<file path="config.mk">
export PLATFORM = sky130hd
export DESIGN_NAME = sample_mean_stddev
export DESIGN_NICKNAME = d
export VERILOG_FILES = /design/src/hw/rtl/sms_pkg.sv /design/src/hw/rtl/sms_div.sv /design/src/hw/rtl/sms_sqacc.sv /design/src/hw/rtl/sms_sqrt.sv /design/src/hw/rtl/sample_mean_stddev.sv
export SDC_FILE = /design/constraint.sdc
export NUM_CORES = 2
export LEC_CHECK = 0
export ABC_AREA = 1
export BUFFER_PORTS_ARGS = -buffer_cell sky130_fd_sc_hd__buf_2
export CORE_ASPECT_RATIO = 0.9
export CORE_MARGIN = 2
export CORE_UTILIZATION = 40
export CTS_BUF_LIST = sky130_fd_sc_hd__clkbuf_8 sky130_fd_sc_hd__clkbuf_16
export DETAILED_ROUTE_END_ITERATION = 12
export PLACE_DENSITY = 0.58
export SLEW_MARGIN = 20
export SYNTH_ARGS = -nofsm -noshare
export SYNTH_HDL_FRONTEND = slang
export SYNTH_HIERARCHICAL = 1
export SYNTH_SLANG_ARGS = --single-unit
</file>
<file path="constraint.sdc">
create_clock -name clk -period 5.35 [get_ports clk]
set_clock_uncertainty 0.2 [all_clocks]
set_input_delay 0.8025 -clock clk [delete_from_list [all_inputs] [get_ports clk]]
set_output_delay 0.8025 -clock clk [all_outputs]
set_load 0.005 [all_outputs]
</file>
<file path="src/hw/rtl/sms_pkg.sv">
package sms_pkg;

    localparam int DEV_W       = 40;
    localparam int COUNT_OUT_W = 4;

    typedef struct packed {
        logic busy;
        logic done;
    } unit_stat_t;

endpackage

</file>
<file path="src/hw/rtl/sms_div.sv">
module sms_div
    import sms_pkg::*;
#(
    parameter int DVD_W = 84,
    parameter int DSR_W = 4
)
(
    input  logic             clk,
    input  logic             rst_n,
    input  logic             start,
    input  logic [DVD_W-1:0] dividend,
    input  logic [DSR_W-1:0] divisor,
    output logic [DVD_W-1:0] quotient,
    output unit_stat_t       stat
);

    localparam int STEP_W = $clog2(DVD_W + 1);

    logic [DVD_W-1:0]  dvd_reg, dvd_next;
    logic [DSR_W-1:0]  rem_reg, rem_next;
    logic [STEP_W-1:0] step_reg, step_next;
    logic              busy_reg, busy_next;
    logic              done_reg, done_next;
    logic [DSR_W:0]    trial;
    logic [DSR_W:0]    trial_diff;
    logic              take;

    always_comb
    begin
        trial      = {rem_reg, dvd_reg[DVD_W-1]};
        trial_diff = trial - {1'b0, divisor};
        take       = (trial >= {1'b0, divisor});
        dvd_next   = dvd_reg;
        rem_next   = rem_reg;
        step_next  = step_reg;
        busy_next  = busy_reg;
        done_next  = 1'b0;
        if (start)
        begin
            dvd_next  = dividend;
            rem_next  = '0;
            step_next = STEP_W'(DVD_W);
            busy_next = 1'b1;
        end
        else if (busy_reg)
        begin
            // shift the quotient bit in where the dividend bit leaves
            dvd_next  = {dvd_reg[DVD_W-2:0], take};
            rem_next  = take ? trial_diff[DSR_W-1:0] : trial[DSR_W-1:0];
            step_next = step_reg - 1'b1;
            if (step_reg == STEP_W'(1))
            begin
                busy_next = 1'b0;
                done_next = 1'b1;
            end
        end
    end

    always_ff @(posedge clk)
    begin
        dvd_reg <= dvd_next;
        rem_reg <= rem_next;
    end

    always_ff @(posedge clk or negedge rst_n)
    begin
        if (!rst_n)
        begin
            step_reg <= '0;
            busy_reg <= 1'b0;
            done_reg <= 1'b0;
        end
        else
        begin
            step_reg <= step_next;
            busy_reg <= busy_next;
            done_reg <= done_next;
        end
    end

    assign quotient  = dvd_reg;
    assign stat.busy = busy_reg;
    assign stat.done = done_reg;

endmodule

</file>
<file path="src/hw/rtl/sms_sqacc.sv">
module sms_sqacc
    import sms_pkg::*;
#(
    parameter int SMP_W = 32,
    parameter int ACC_W = 68
)
(
    input  logic             clk,
    input  logic             rst_n,
    input  logic             clear,
    input  logic             start,
    input  logic [SMP_W-1:0] x,
    input  logic [SMP_W-1:0] mean,
    output logic [ACC_W-1:0] acc,
    output unit_stat_t       stat
);

    localparam int PROD_W = 2 * SMP_W;
    localparam int STEP_W = $clog2(SMP_W + 1);

    logic [SMP_W-1:0]  md_reg, md_next;
    logic [PROD_W-1:0] mc_reg, mc_next;
    logic [ACC_W-1:0]  acc_reg, acc_next;
    logic [STEP_W-1:0] step_reg, step_next;
    logic              busy_reg, busy_next;
    logic              done_reg, done_next;
    logic [SMP_W-1:0]  diff;

    always_comb
    begin
        diff      = (x >= mean) ? (x - mean) : (mean - x);
        md_next   = md_reg;
        mc_next   = mc_reg;
        acc_next  = acc_reg;
        step_next = step_reg;
        busy_next = busy_reg;
        done_next = 1'b0;
        if (clear)
        begin
            acc_next = '0;
        end
        if (start)
        begin
            md_next   = diff;
            mc_next   = PROD_W'(diff);
            step_next = STEP_W'(SMP_W);
            busy_next = 1'b1;
        end
        else if (busy_reg)
        begin
            // add the shifted multiplicand for each set multiplier bit
            if (md_reg[0])
            begin
                acc_next = acc_reg + ACC_W'(mc_reg);
            end
            md_next   = md_reg >> 1;
            mc_next   = mc_reg << 1;
            step_next = step_reg - 1'b1;
            if (step_reg == STEP_W'(1))
            begin
                busy_next = 1'b0;
                done_next = 1'b1;
            end
        end
    end

    always_ff @(posedge clk)
    begin
        md_reg  <= md_next;
        mc_reg  <= mc_next;
        acc_reg <= acc_next;
    end

    always_ff @(posedge clk or negedge rst_n)
    begin
        if (!rst_n)
        begin
            step_reg <= '0;
            busy_reg <= 1'b0;
            done_reg <= 1'b0;
        end
        else
        begin
            step_reg <= step_next;
            busy_reg <= busy_next;
            done_reg <= done_next;
        end
    end

    assign acc       = acc_reg;
    assign stat.busy = busy_reg;
    assign stat.done = done_reg;

endmodule

</file>
<file path="src/hw/rtl/sms_sqrt.sv">
module sms_sqrt
    import sms_pkg::*;
#(
    parameter int RAD_W = 84
)
(
    input  logic                     clk,
    input  logic                     rst_n,
    input  logic                     start,
    input  logic [RAD_W-1:0]         radicand,
    output logic [(RAD_W+1)/2-1:0]   root,
    output unit_stat_t               stat
);

    localparam int RT_W   = (RAD_W + 1) / 2;
    localparam int PAD_W  = 2 * RT_W;
    localparam int STEP_W = $clog2(RT_W + 1);

    logic [PAD_W-1:0]  rad_reg, rad_next;
    logic [RT_W:0]     rm_reg, rm_next;
    logic [RT_W-1:0]   root_reg, root_next;
    logic [STEP_W-1:0] step_reg, step_next;
    logic              busy_reg, busy_next;
    logic              done_reg, done_next;
    logic [RT_W+2:0]   rm_trial;
    logic [RT_W+2:0]   test;
    logic [RT_W+2:0]   rm_diff;
    logic              take;

    always_comb
    begin
        rm_trial  = {rm_reg, rad_reg[PAD_W-1:PAD_W-2]};
        test      = {1'b0, root_reg, 2'b01};
        rm_diff   = rm_trial - test;
        take      = (rm_trial >= test);
        rad_next  = rad_reg;
        rm_next   = rm_reg;
        root_next = root_reg;
        step_next = step_reg;
        busy_next = busy_reg;
        done_next = 1'b0;
        if (start)
        begin
            rad_next  = PAD_W'(radicand);
            rm_next   = '0;
            root_next = '0;
            step_next = STEP_W'(RT_W);
            busy_next = 1'b1;
        end
        else if (busy_reg)
        begin
            // bring down one bit pair and settle one root bit
            rad_next  = {rad_reg[PAD_W-3:0], 2'b00};
            rm_next   = take ? rm_diff[RT_W:0] : rm_trial[RT_W:0];
            root_next = {root_reg[RT_W-2:0], take};
            step_next = step_reg - 1'b1;
            if (step_reg == STEP_W'(1))
            begin
                busy_next = 1'b0;
                done_next = 1'b1;
            end
        end
    end

    always_ff @(posedge clk)
    begin
        rad_reg  <= rad_next;
        rm_reg   <= rm_next;
        root_reg <= root_next;
    end

    always_ff @(posedge clk or negedge rst_n)
    begin
        if (!rst_n)
        begin
            step_reg <= '0;
            busy_reg <= 1'b0;
            done_reg <= 1'b0;
        end
        else
        begin
            step_reg <= step_next;
            busy_reg <= busy_next;
            done_reg <= done_next;
        end
    end

    assign root      = root_reg;
    assign stat.busy = busy_reg;
    assign stat.done = done_reg;

endmodule

</file>
<file path="src/hw/rtl/sample_mean_stddev.sv">
// Channel | Dir | Words                       | Fields (lowest bit first)
// s_*     | in  | one sample per word         | tdata: sample; tlast: last
// m_*     | out | one result per set of words | tdata: mean, deviation, sample_count;
//         |     |                             | tuser: overflowed
// Loading takes one word per cycle. After the last word of a set of n > 2 samples the
// block stays busy while the bit-serial divider runs twice, the shift-add multiplier runs
// once per sample and the root unit settles one bit pair a cycle. Sets of two or fewer
// samples skip the arithmetic and report zero mean and deviation. No clearing pass
// after reset. A result waiting in the output register stalls only the end of the next set.
module sample_mean_stddev
    import sms_pkg::*;
#(
    parameter int MAX_SAMPLES = 8,
    parameter int SAMPLE_BITS = 32,
    parameter int FRAC_BITS   = 8
)
(
    input  logic                                                  clk,
    input  logic                                                  rst_n,
    input  logic                                                  s_tvalid,
    output logic                                                  s_tready,
    // sample
    input  logic [((SAMPLE_BITS + 7) / 8) * 8 - 1:0]              s_tdata,
    input  logic                                                  s_tlast,
    output logic                                                  m_tvalid,
    input  logic                                                  m_tready,
    // mean, deviation, sample_count
    output logic [((SAMPLE_BITS + DEV_W + COUNT_OUT_W + 7) / 8) * 8 - 1:0] m_tdata,
    // overflowed
    output logic                                                  m_tuser
);

    localparam int CNT_W = $clog2(MAX_SAMPLES + 1);
    localparam int IDX_W = $clog2(MAX_SAMPLES);
    localparam int SUM_W = SAMPLE_BITS + CNT_W;
    localparam int ACC_W = 2 * SAMPLE_BITS + CNT_W;
    localparam int DVD_W = ACC_W + 2 * FRAC_BITS;
    localparam int RT_W  = (DVD_W + 1) / 2;
    localparam int OUT_W = ((SAMPLE_BITS + DEV_W + COUNT_OUT_W + 7) / 8) * 8;

    localparam logic [2:0] ST_LOAD   = 3'd0;
    localparam logic [2:0] ST_MEAN   = 3'd1;
    localparam logic [2:0] ST_READ   = 3'd2;
    localparam logic [2:0] ST_MSTART = 3'd3;
    localparam logic [2:0] ST_MUL    = 3'd4;
    localparam logic [2:0] ST_DIV    = 3'd5;
    localparam logic [2:0] ST_ROOT   = 3'd6;
    localparam logic [2:0] ST_OUT    = 3'd7;

    logic [2:0]             state_reg, state_next;
    logic [CNT_W-1:0]       cnt_reg, cnt_next;
    logic [SUM_W-1:0]       sum_reg, sum_next;
    logic                   drop_reg, drop_next;
    logic [IDX_W-1:0]       idx_reg, idx_next;
    logic [SAMPLE_BITS-1:0] mean_reg, mean_next;
    logic [DEV_W-1:0]       dev_reg, dev_next;
    logic [SAMPLE_BITS-1:0] rd_data_reg;

    logic                   m_tvalid_reg, m_tvalid_next;
    logic [SAMPLE_BITS-1:0] out_mean_reg;
    logic [DEV_W-1:0]       out_dev_reg;
    logic [COUNT_OUT_W-1:0] out_cnt_reg;
    logic                   out_ovf_reg;

    logic [SAMPLE_BITS-1:0] store_mem [MAX_SAMPLES];

    logic [SAMPLE_BITS-1:0] sample;
    logic                   accept;
    logic                   room;
    logic                   wr_en;
    logic [CNT_W-1:0]       cnt_after;
    logic [SUM_W-1:0]       sum_after;
    logic [CNT_W-1:0]       idx_last;
    logic                   out_load;

    logic                   div_start;
    logic [DVD_W-1:0]       div_dividend;
    logic [DVD_W-1:0]       div_quot;
    unit_stat_t             div_stat;
    logic                   sq_clear;
    logic                   sq_start;
    logic [ACC_W-1:0]       sq_acc;
    unit_stat_t             sq_stat;
    logic                   rt_start;
    logic [RT_W-1:0]        rt_root;
    unit_stat_t             rt_stat;

    sms_div #(
        .DVD_W (DVD_W),
        .DSR_W (CNT_W)
    ) u_div (
        .clk      (clk),
        .rst_n    (rst_n),
        .start    (div_start),
        .dividend (div_dividend),
        .divisor  (cnt_reg),
        .quotient (div_quot),
        .stat     (div_stat)
    );

    sms_sqacc #(
        .SMP_W (SAMPLE_BITS),
        .ACC_W (ACC_W)
    ) u_sqacc (
        .clk   (clk),
        .rst_n (rst_n),
        .clear (sq_clear),
        .start (sq_start),
        .x     (rd_data_reg),
        .mean  (mean_reg),
        .acc   (sq_acc),
        .stat  (sq_stat)
    );

    sms_sqrt #(
        .RAD_W (DVD_W)
    ) u_sqrt (
        .clk      (clk),
        .rst_n    (rst_n),
        .start    (rt_start),
        .radicand (div_quot),
        .root     (rt_root),
        .stat     (rt_stat)
    );

    assign sample    = s_tdata[SAMPLE_BITS-1:0];
    assign s_tready  = (state_reg == ST_LOAD);
    assign accept    = s_tvalid && s_tready;
    assign room      = (cnt_reg < CNT_W'(MAX_SAMPLES));
    assign wr_en     = accept && room;
    assign cnt_after = room ? (cnt_reg + 1'b1) : cnt_reg;
    assign sum_after = room ? (sum_reg + SUM_W'(sample)) : sum_reg;
    assign idx_last  = CNT_W'(idx_reg) + CNT_W'(1);

    always_comb
    begin
        state_next   = state_reg;
        cnt_next     = cnt_reg;
        sum_next     = sum_reg;
        drop_next    = drop_reg;
        idx_next     = idx_reg;
        mean_next    = mean_reg;
        dev_next     = dev_reg;
        div_start    = 1'b0;
        div_dividend = DVD_W'(sum_after);
        sq_clear     = 1'b0;
        sq_start     = 1'b0;
        rt_start     = 1'b0;
        out_load     = 1'b0;
        unique case (state_reg)
            ST_LOAD:
            begin
                if (accept)
                begin
                    cnt_next  = cnt_after;
                    sum_next  = sum_after;
                    drop_next = drop_reg | !room;
                    if (s_tlast)
                    begin
                        if (cnt_after > CNT_W'(2))
                        begin
                            div_start  = 1'b1;
                            sq_clear   = 1'b1;
                            state_next = ST_MEAN;
                        end
                        else
                        begin
                            mean_next  = '0;
                            dev_next   = '0;
                            state_next = ST_OUT;
                        end
                    end
                end
            end
            ST_MEAN:
            begin
                if (div_stat.done)
                begin
                    mean_next  = div_quot[SAMPLE_BITS-1:0];
                    idx_next   = '0;
                    state_next = ST_READ;
                end
            end
            ST_READ:
            begin
                state_next = ST_MSTART;
            end
            ST_MSTART:
            begin
                sq_start   = 1'b1;
                state_next = ST_MUL;
            end
            ST_MUL:
            begin
                if (sq_stat.done)
                begin
                    if (idx_last == cnt_reg)
                    begin
                        div_start    = 1'b1;
                        div_dividend = DVD_W'(sq_acc) << (2 * FRAC_BITS);
                        state_next   = ST_DIV;
                    end
                    else
                    begin
                        idx_next   = idx_reg + 1'b1;
                        state_next = ST_READ;
                    end
                end
            end
            ST_DIV:
            begin
                if (div_stat.done)
                begin
                    rt_start   = 1'b1;
                    state_next = ST_ROOT;
                end
            end
            ST_ROOT:
            begin
                if (rt_stat.done)
                begin
                    dev_next   = DEV_W'(rt_root);
                    state_next = ST_OUT;
                end
            end
            ST_OUT:
            begin
                // hold until the output register is free
                if (!m_tvalid_reg || m_tready)
                begin
                    out_load   = 1'b1;
                    cnt_next   = '0;
                    sum_next   = '0;
                    drop_next  = 1'b0;
                    state_next = ST_LOAD;
                end
            end
            default:
            begin
                state_next = ST_LOAD;
            end
        endcase
    end

    always_comb
    begin
        priority if (out_load)
        begin
            m_tvalid_next = 1'b1;
        end
        else if (m_tready)
        begin
            m_tvalid_next = 1'b0;
        end
        else
        begin
            m_tvalid_next = m_tvalid_reg;
        end
    end

    always_ff @(posedge clk)
    begin
        if (wr_en)
        begin
            store_mem[cnt_reg[IDX_W-1:0]] <= sample;
        end
        rd_data_reg <= store_mem[idx_reg];
    end

    always_ff @(posedge clk)
    begin
        idx_reg  <= idx_next;
        mean_reg <= mean_next;
        dev_reg  <= dev_next;
        if (out_load)
        begin
            out_mean_reg <= mean_reg;
            out_dev_reg  <= dev_reg;
            out_cnt_reg  <= COUNT_OUT_W'(cnt_reg);
            out_ovf_reg  <= drop_reg;
        end
    end

    always_ff @(posedge clk or negedge rst_n)
    begin
        if (!rst_n)
        begin
            state_reg    <= ST_LOAD;
            cnt_reg      <= '0;
            sum_reg      <= '0;
            drop_reg     <= 1'b0;
            m_tvalid_reg <= 1'b0;
        end
        else
        begin
            state_reg    <= state_next;
            cnt_reg      <= cnt_next;
            sum_reg      <= sum_next;
            drop_reg     <= drop_next;
            m_tvalid_reg <= m_tvalid_next;
        end
    end

    assign m_tvalid = m_tvalid_reg;
    assign m_tdata  = OUT_W'({out_cnt_reg, out_dev_reg, out_mean_reg});
    assign m_tuser  = out_ovf_reg;

    assert property (@(posedge clk) disable iff (!rst_n)
        cnt_reg <= CNT_W'(MAX_SAMPLES))
        else $error("sample count beyond buffer depth");

    assert property (@(posedge clk) disable iff (!rst_n)
        !(div_stat.busy && rt_stat.busy))
        else $error("divider and root unit busy together");

    assert property (@(posedge clk) disable iff (!rst_n)
        sq_stat.busy |-> (state_reg == ST_MUL))
        else $error("multiplier running outside its pass");

    assert property (@(posedge clk) disable iff (!rst_n)
        $rose(m_tvalid) |-> ($past(state_reg) == ST_OUT))
        else $error("result word raised outside the output step");

endmodule
</file>
; ---- Yosys cells after proc, flatten, opt, wreduce, memory -nomap -nowiden
; Memory sizes are Yosys's and may differ from the RTL's. A register that Yosys moved wholly into a read port is not among the register bits.
; Index checks and enable logic that the tools add are counted.
; W data, S select, Z words.
[op_classes]
n_mux = 93
addsub = 12
reduce_logical = 19
n_eq_ne = 20
magnitude_cmp = 5
bitwise_logic = 1
[op_table]
columns = op, n
row1 = $mux W84, 7
row2 = $mux W32, 9
row3 = $mux W68, 4
row4 = $mux W40, 4
row5 = $mux W36, 3
row6 = $pmux W40 S2, 1
row7 = $pmux W36 S2, 1
row8 = $add A68 B64 Y68, 1
row9 = $pmux W32 S2, 1
row10 = $sub A32 B32 Y32, 2
row11 = $ge A45 B44 Y1, 1
row12 = $mux W43, 1
row13 = $sub A43 B43 Y43, 1
row14 = $add A36 B32 Y36, 1
row15 = $mux W3, 12
row16 = $mux W1, 35
row17 = $ge A32 B32 Y1, 1
row18 = $mux W6, 4
row19 = $pmux W3 S8, 1
row20 = $mux W4, 4
row21 = $reduce_bool A2 Y1, 8
row22 = $mux W7, 2
row23 = $eq A3 B3 Y1 const B, 4
row24 = $eq A6 B1 Y1 const B, 2
row25 = 27 further kinds, 40
[word_totals]
ramBits = 256
register_bits = 643
output_inout_bits = 83
memories = 1
word_cells = 181
input_bits = 37
[memory_table]
columns = memory, words, width, rd, rd_clocked_by_memory_dff, wr, line
row1 = store_mem, 8, 32, 1, 1, 1, sample_mean_stddev.sv:65  ; logic [SAMPLE_BITS-1:0] store_mem [MAX_SAMPLES];

; ---- Longest topological paths before layout
[logic_depth]
depth_word = 11
depth_mapped = 18
depth_no_buf = 18

; ---- Hierarchy
; Netlist, hierarchy kept.
[modules_own_cells]
columns = module, seq_area_each_um2, area_per_inst_um2, cells_per_inst, n_inst
row1 = sample_mean_stddev, 14018.4, 21319.2, 2112, 1
row2 = sms_sqacc, 4124.0, 15499.9, 2481, 1
row3 = sms_sqrt, 4424.2, 10593.9, 1526, 1
row4 = sms_div, 2827.7, 4408.0, 457, 1

; ---- Worst setup path before layout
; Ideal clock, no wire load.
[synth_timing]
path_type = register to register
start = register cnt_reg[1]
end = register mean_reg[0] (enable)
setup_ns = 0.501
t_arrival_ns = 4.308
stages_incl_launch_ff = 9
synth_period_minus_slack_ns = 5.010
n_path_buf = 0
required_ns = 4.649
slack_ns = 0.340
path_cell_list = dfrtp_1 ha_1 nand2_1 o21ai_0 inv_1 nor2_1 nor2_1 a21oi_1 nor4_1
[synth_between]
elab_chain_cells = 5
word_cells_on_any_way = 6
cone_classes = add/sub (1) / order compare (2) / eq/ne (1) / mux (1) / reduce/logical (1)
[synth_lines]
columns = item, line
row1 = from (decl), sample_mean_stddev.sv:51  ; logic [CNT_W-1:0] cnt_reg, cnt_next;
row2 = from (signal assigned), sample_mean_stddev.sv:297  ; cnt_reg <= cnt_next;
row3 = $add A4 B1 Y4 or $lt A4 B4 Y1 (tied branches), "sample_mean_stddev.sv:131, sample_mean_stddev.sv:129"
row4 = $mux W4 *, sample_mean_stddev.sv:131  ; assign cnt_after = room ? (cnt_reg + 1'b1) : cnt_reg;
row5 = $gt A4 B2 Y1 *, sample_mean_stddev.sv:160  ; if (cnt_after > CNT_W'(2))
row6 = $ne A2 B2 Y1 (no source line) *, n/a
row7 = $reduce_and A5 Y1 (no source line) *, n/a
row8 = to (signal assigned), sample_mean_stddev.sv:273  ; mean_reg <= mean_next;
row9 = to (decl), sample_mean_stddev.sv:55  ; logic [SAMPLE_BITS-1:0] mean_reg, mean_next;
; Mark *: on every way between the ends. The rest lies on a longest branch, timed or not.
; A chain may end at the register's enable or synchronous reset.

; ---- Worst setup path after layout
[layout_timing]
start = register state_reg[2]
end = register u_div.dvd_reg[72] (netlist: u_div/quotient[72]) (enable)
[layout_between]
elab_chain_cells = 5
word_cells_on_any_way = 6
cone_classes = eq/ne (1) / mux (2) / reduce/logical (3)
[layout_lines]
columns = item, line
row1 = from (decl), sample_mean_stddev.sv:50  ; logic [2:0] state_reg, state_next;
row2 = from (signal assigned), sample_mean_stddev.sv:296  ; state_reg <= state_next;
row3 = $logic_not A3 Y1, "sample_mean_stddev.sv:127, sample_mean_stddev.sv:150"
row4 = $logic_and A1 B1 Y1, sample_mean_stddev.sv:128  ; assign accept = s_tvalid && s_tready;
row5 = $mux W1, sample_mean_stddev.sv:153  ; if (accept)
row6 = $pmux W1 S2 *, sample_mean_stddev.sv:150  ; unique case (state_reg)
row7 = net div_start, sample_mean_stddev.sv:76  ; logic div_start;
row8 = $reduce_bool A2 Y1 (no source line) *, n/a
row9 = to (signal assigned), sms_div.sv:61  ; dvd_reg <= dvd_next;
row10 = to (decl), sms_div.sv:19  ; logic [DVD_W-1:0] dvd_reg, dvd_next;
; The timed path passes the listed nets; every way through them passes the cells marked *.

==> reports/results.tsv <==
metric	value	unit
outcome	completed	
DR pass1 iterations	6	
H-tree levels	3	
antenna viol nets, final	0	
switching share of power	43.7	%
Clock power frac	21.9	%
max_slew headroom	29.8	%
Switch Pwr	14.7	mW
Worst EP required	5560	ps
max reg flops	256	
Seq pwr share	34.2	%
Sink Count	931	
setup TNS	0	ps
Max Root-Sink Buffers	3	
Leak	26.3	nW
CP delay by family, top	buffers and inverters	
worst path bufs/invs	5	
CP max stage delay	690	ps
placed instance count	8235	
dpl hpwl	115	mm
Worst Setup Path Type	reg2reg	
Core Area	0.129	sq mm
Root Driver	clkbuf_16	
synth warn	6	
HP Class	in2reg	
final core utilization	44.7	%
Initial Util	40.2	%
DR iter-0 viols	3647	
clock latency on the worst-skew pair	730	ps
first-pass GRT wire length	237	mm
Resize count post-CTS	0	
Worst Path Max Fanout	40	
Fmax	252	MHz
Cell Area, Synth	0.0518	sq mm
DRT Wirelength	154	mm
Total Power	33.6	mW
Max stage delay cell, worst path	clkinv_2	
I/O pins	120	
Die Height	345	microns
largest net degree at the start of global routing	103	
Avg Cell Area, Syn	7.88	sq um
share of cells above drive strength 1	7.05	%
Tightest Pin Transition	1050	ps
Port Buffers	115	
global routing usage on met2	34.5	%
Final Hold Viols	0	
vias in the first global route	40458	
critical path startpoint category	flop	
CTS tree	built	
max-slew violations	0	
GRT met1 Usage	34.6	%
Placer Congestion	0.977	
RSZ-0062 raised after global routing	no	
number of remaining DRC errors	0	
GR peak layer	met1	
cell mode on critical path	inv_2	
initial antenna violation count	5	
Final Critical Period	3960	ps
period utilization	74.1	%
Reg clk slew, reported paths	60	ps
CTS Buf Count	100	
peak supply drop	0.000322	V
Die X	383	microns
grt ovf	0	
Int Pwr	18.9	mW
total track usage	22.9	%
crit path capture type	flop	
P per Cell Area	584	mW/mm^2
crit-path cells	inv_2 -> nand2_2 -> inv_2 -> nand2_2 -> inv_2 -> nand3_1 -> nand2_4 -> nor2_1 -> clkinv_2 -> buf_12	
via count	42858	
# setup viols final	0	
Site Rows	125	
fin nets	6882	
Area growth syn-to-layout	11.2	%
Max-cap violations	0	
wire per inst	18.3	microns
non-filler cells, final	8429	
Vias per Instance	5.08	
combinational fraction of design power	43.9	%
synthesized instance count	6573	
Die ar.	0.132	sq mm
met3 usage	3.07	%
WP data arrival	4170	ps
## layout make-up
cell class,count,area (sq um)
clock buffer,113,2740
fill,12935,71100
multi-input combinational,4613,22400
tap,1714,2140
clock inverter,76,825
antenna,3,7.51
inverter,824,3100
timing repair buffer,155,1010
sequential,931,25400
## through the flow
| stage | hold slack (ps) | instance area, sq um | setup slack [ps] |
|---|---|---|---|
| finish | 71.9 | 57600 | 1390 |
| global route | 35.4 | 57600 | 1110 |
| CTS | 3.73 | 57600 | 1420 |
| detailed placement | 205 | 54000 | 1350 |
| global placement | 202 | 53900 | 1400 |
| floorplan | 200 | 51800 | 340 |
## worst reg2reg max path, stage by stage (launching register included)
cell	delay [ps]
dfrtp_1	480
inv_2	110
nand2_2	190
inv_2	80
nand2_2	330
inv_2	340
nand3_1	260
nand2_4	140
nor2_1	320
clkinv_2	690
buf_12	490
## layer usage
metal	part of all wire (%)	wire length (microns)
met1	49	76200
met2	43	65500
met3	5.7	8810
met4	2.3	3570
met5	0	0
## power by group through the flow
| stage | logic, mW | registers [mW] | clock network [mW] |
|---|---|---|---|
| 4_1_cts | 14.6 | 11.5 | 7.54 |
| 5_1_grt | 16.6 | 11.7 | 7.80 |
| 3_5_place_dp | 14.6 | 11.6 | 0 |
| 3_3_place_gp | 14.5 | 11.6 | 0 |
| 2_1_floorplan | 10.5 | 11.0 | 0 |
| 6_report | 14.8 | 11.5 | 7.36 |
## cell usage in the layout, fill, tap and decap left out, types with 14 or more instances in the layout
| cell type | instances |
|---|---|
| nand2_1 | 2150 |
| inv_1 | 800 |
| nor2_1 | 764 |
| edfxtp_1 | 640 |
| o21ai_0 | 322 |
| nand3_1 | 312 |
| a21oi_1 | 264 |
| dfxtp_1 | 221 |
| ha_1 | 215 |
| buf_2 | 114 |
| o22ai_1 | 112 |
| clkbuf_16 | 105 |
| dfrtp_1 | 70 |
| xor2_1 | 49 |
| xnor2_1 | 45 |
| o21ai_1 | 38 |
| a31oi_1 | 37 |
| nor3_1 | 36 |
| buf_4 | 32 |
| inv_2 | 30 |
| nand3b_1 | 29 |
| o21bai_1 | 28 |
| nor2_2 | 26 |
| clkinv_2 | 26 |
| nand2_2 | 24 |
| nand4_1 | 23 |
| or2_2 | 18 |
| nor2_4 | 14 |
## path summary, 6_finish.rpt
path / startpoint / end / slack, ps / cells after the start
max in group asynchronous: rst_n / u_div/step_reg[0] / 3520 / 3
worst min-delay path: m_tready / m_tvalid / 70 / 2
min in group asynchronous: rst_n / sum_reg[9] / 370 / 2
worst max register to register: state_reg[2] / u_div/quotient[72] / 1390 / 10
worst min register to register: dev_reg[4] / out_dev_reg[4] / 190 / 0
worst max-delay path: state_reg[2] / u_div/quotient[72] / 1390 / 10
## what timing repair did
action	4_1_cts	5_1_grt
hold endpoints to repair	29	0
setup buffers	0	0
hold buffers	1	0
Note: power is estimated with default switching activity, not from simulation.
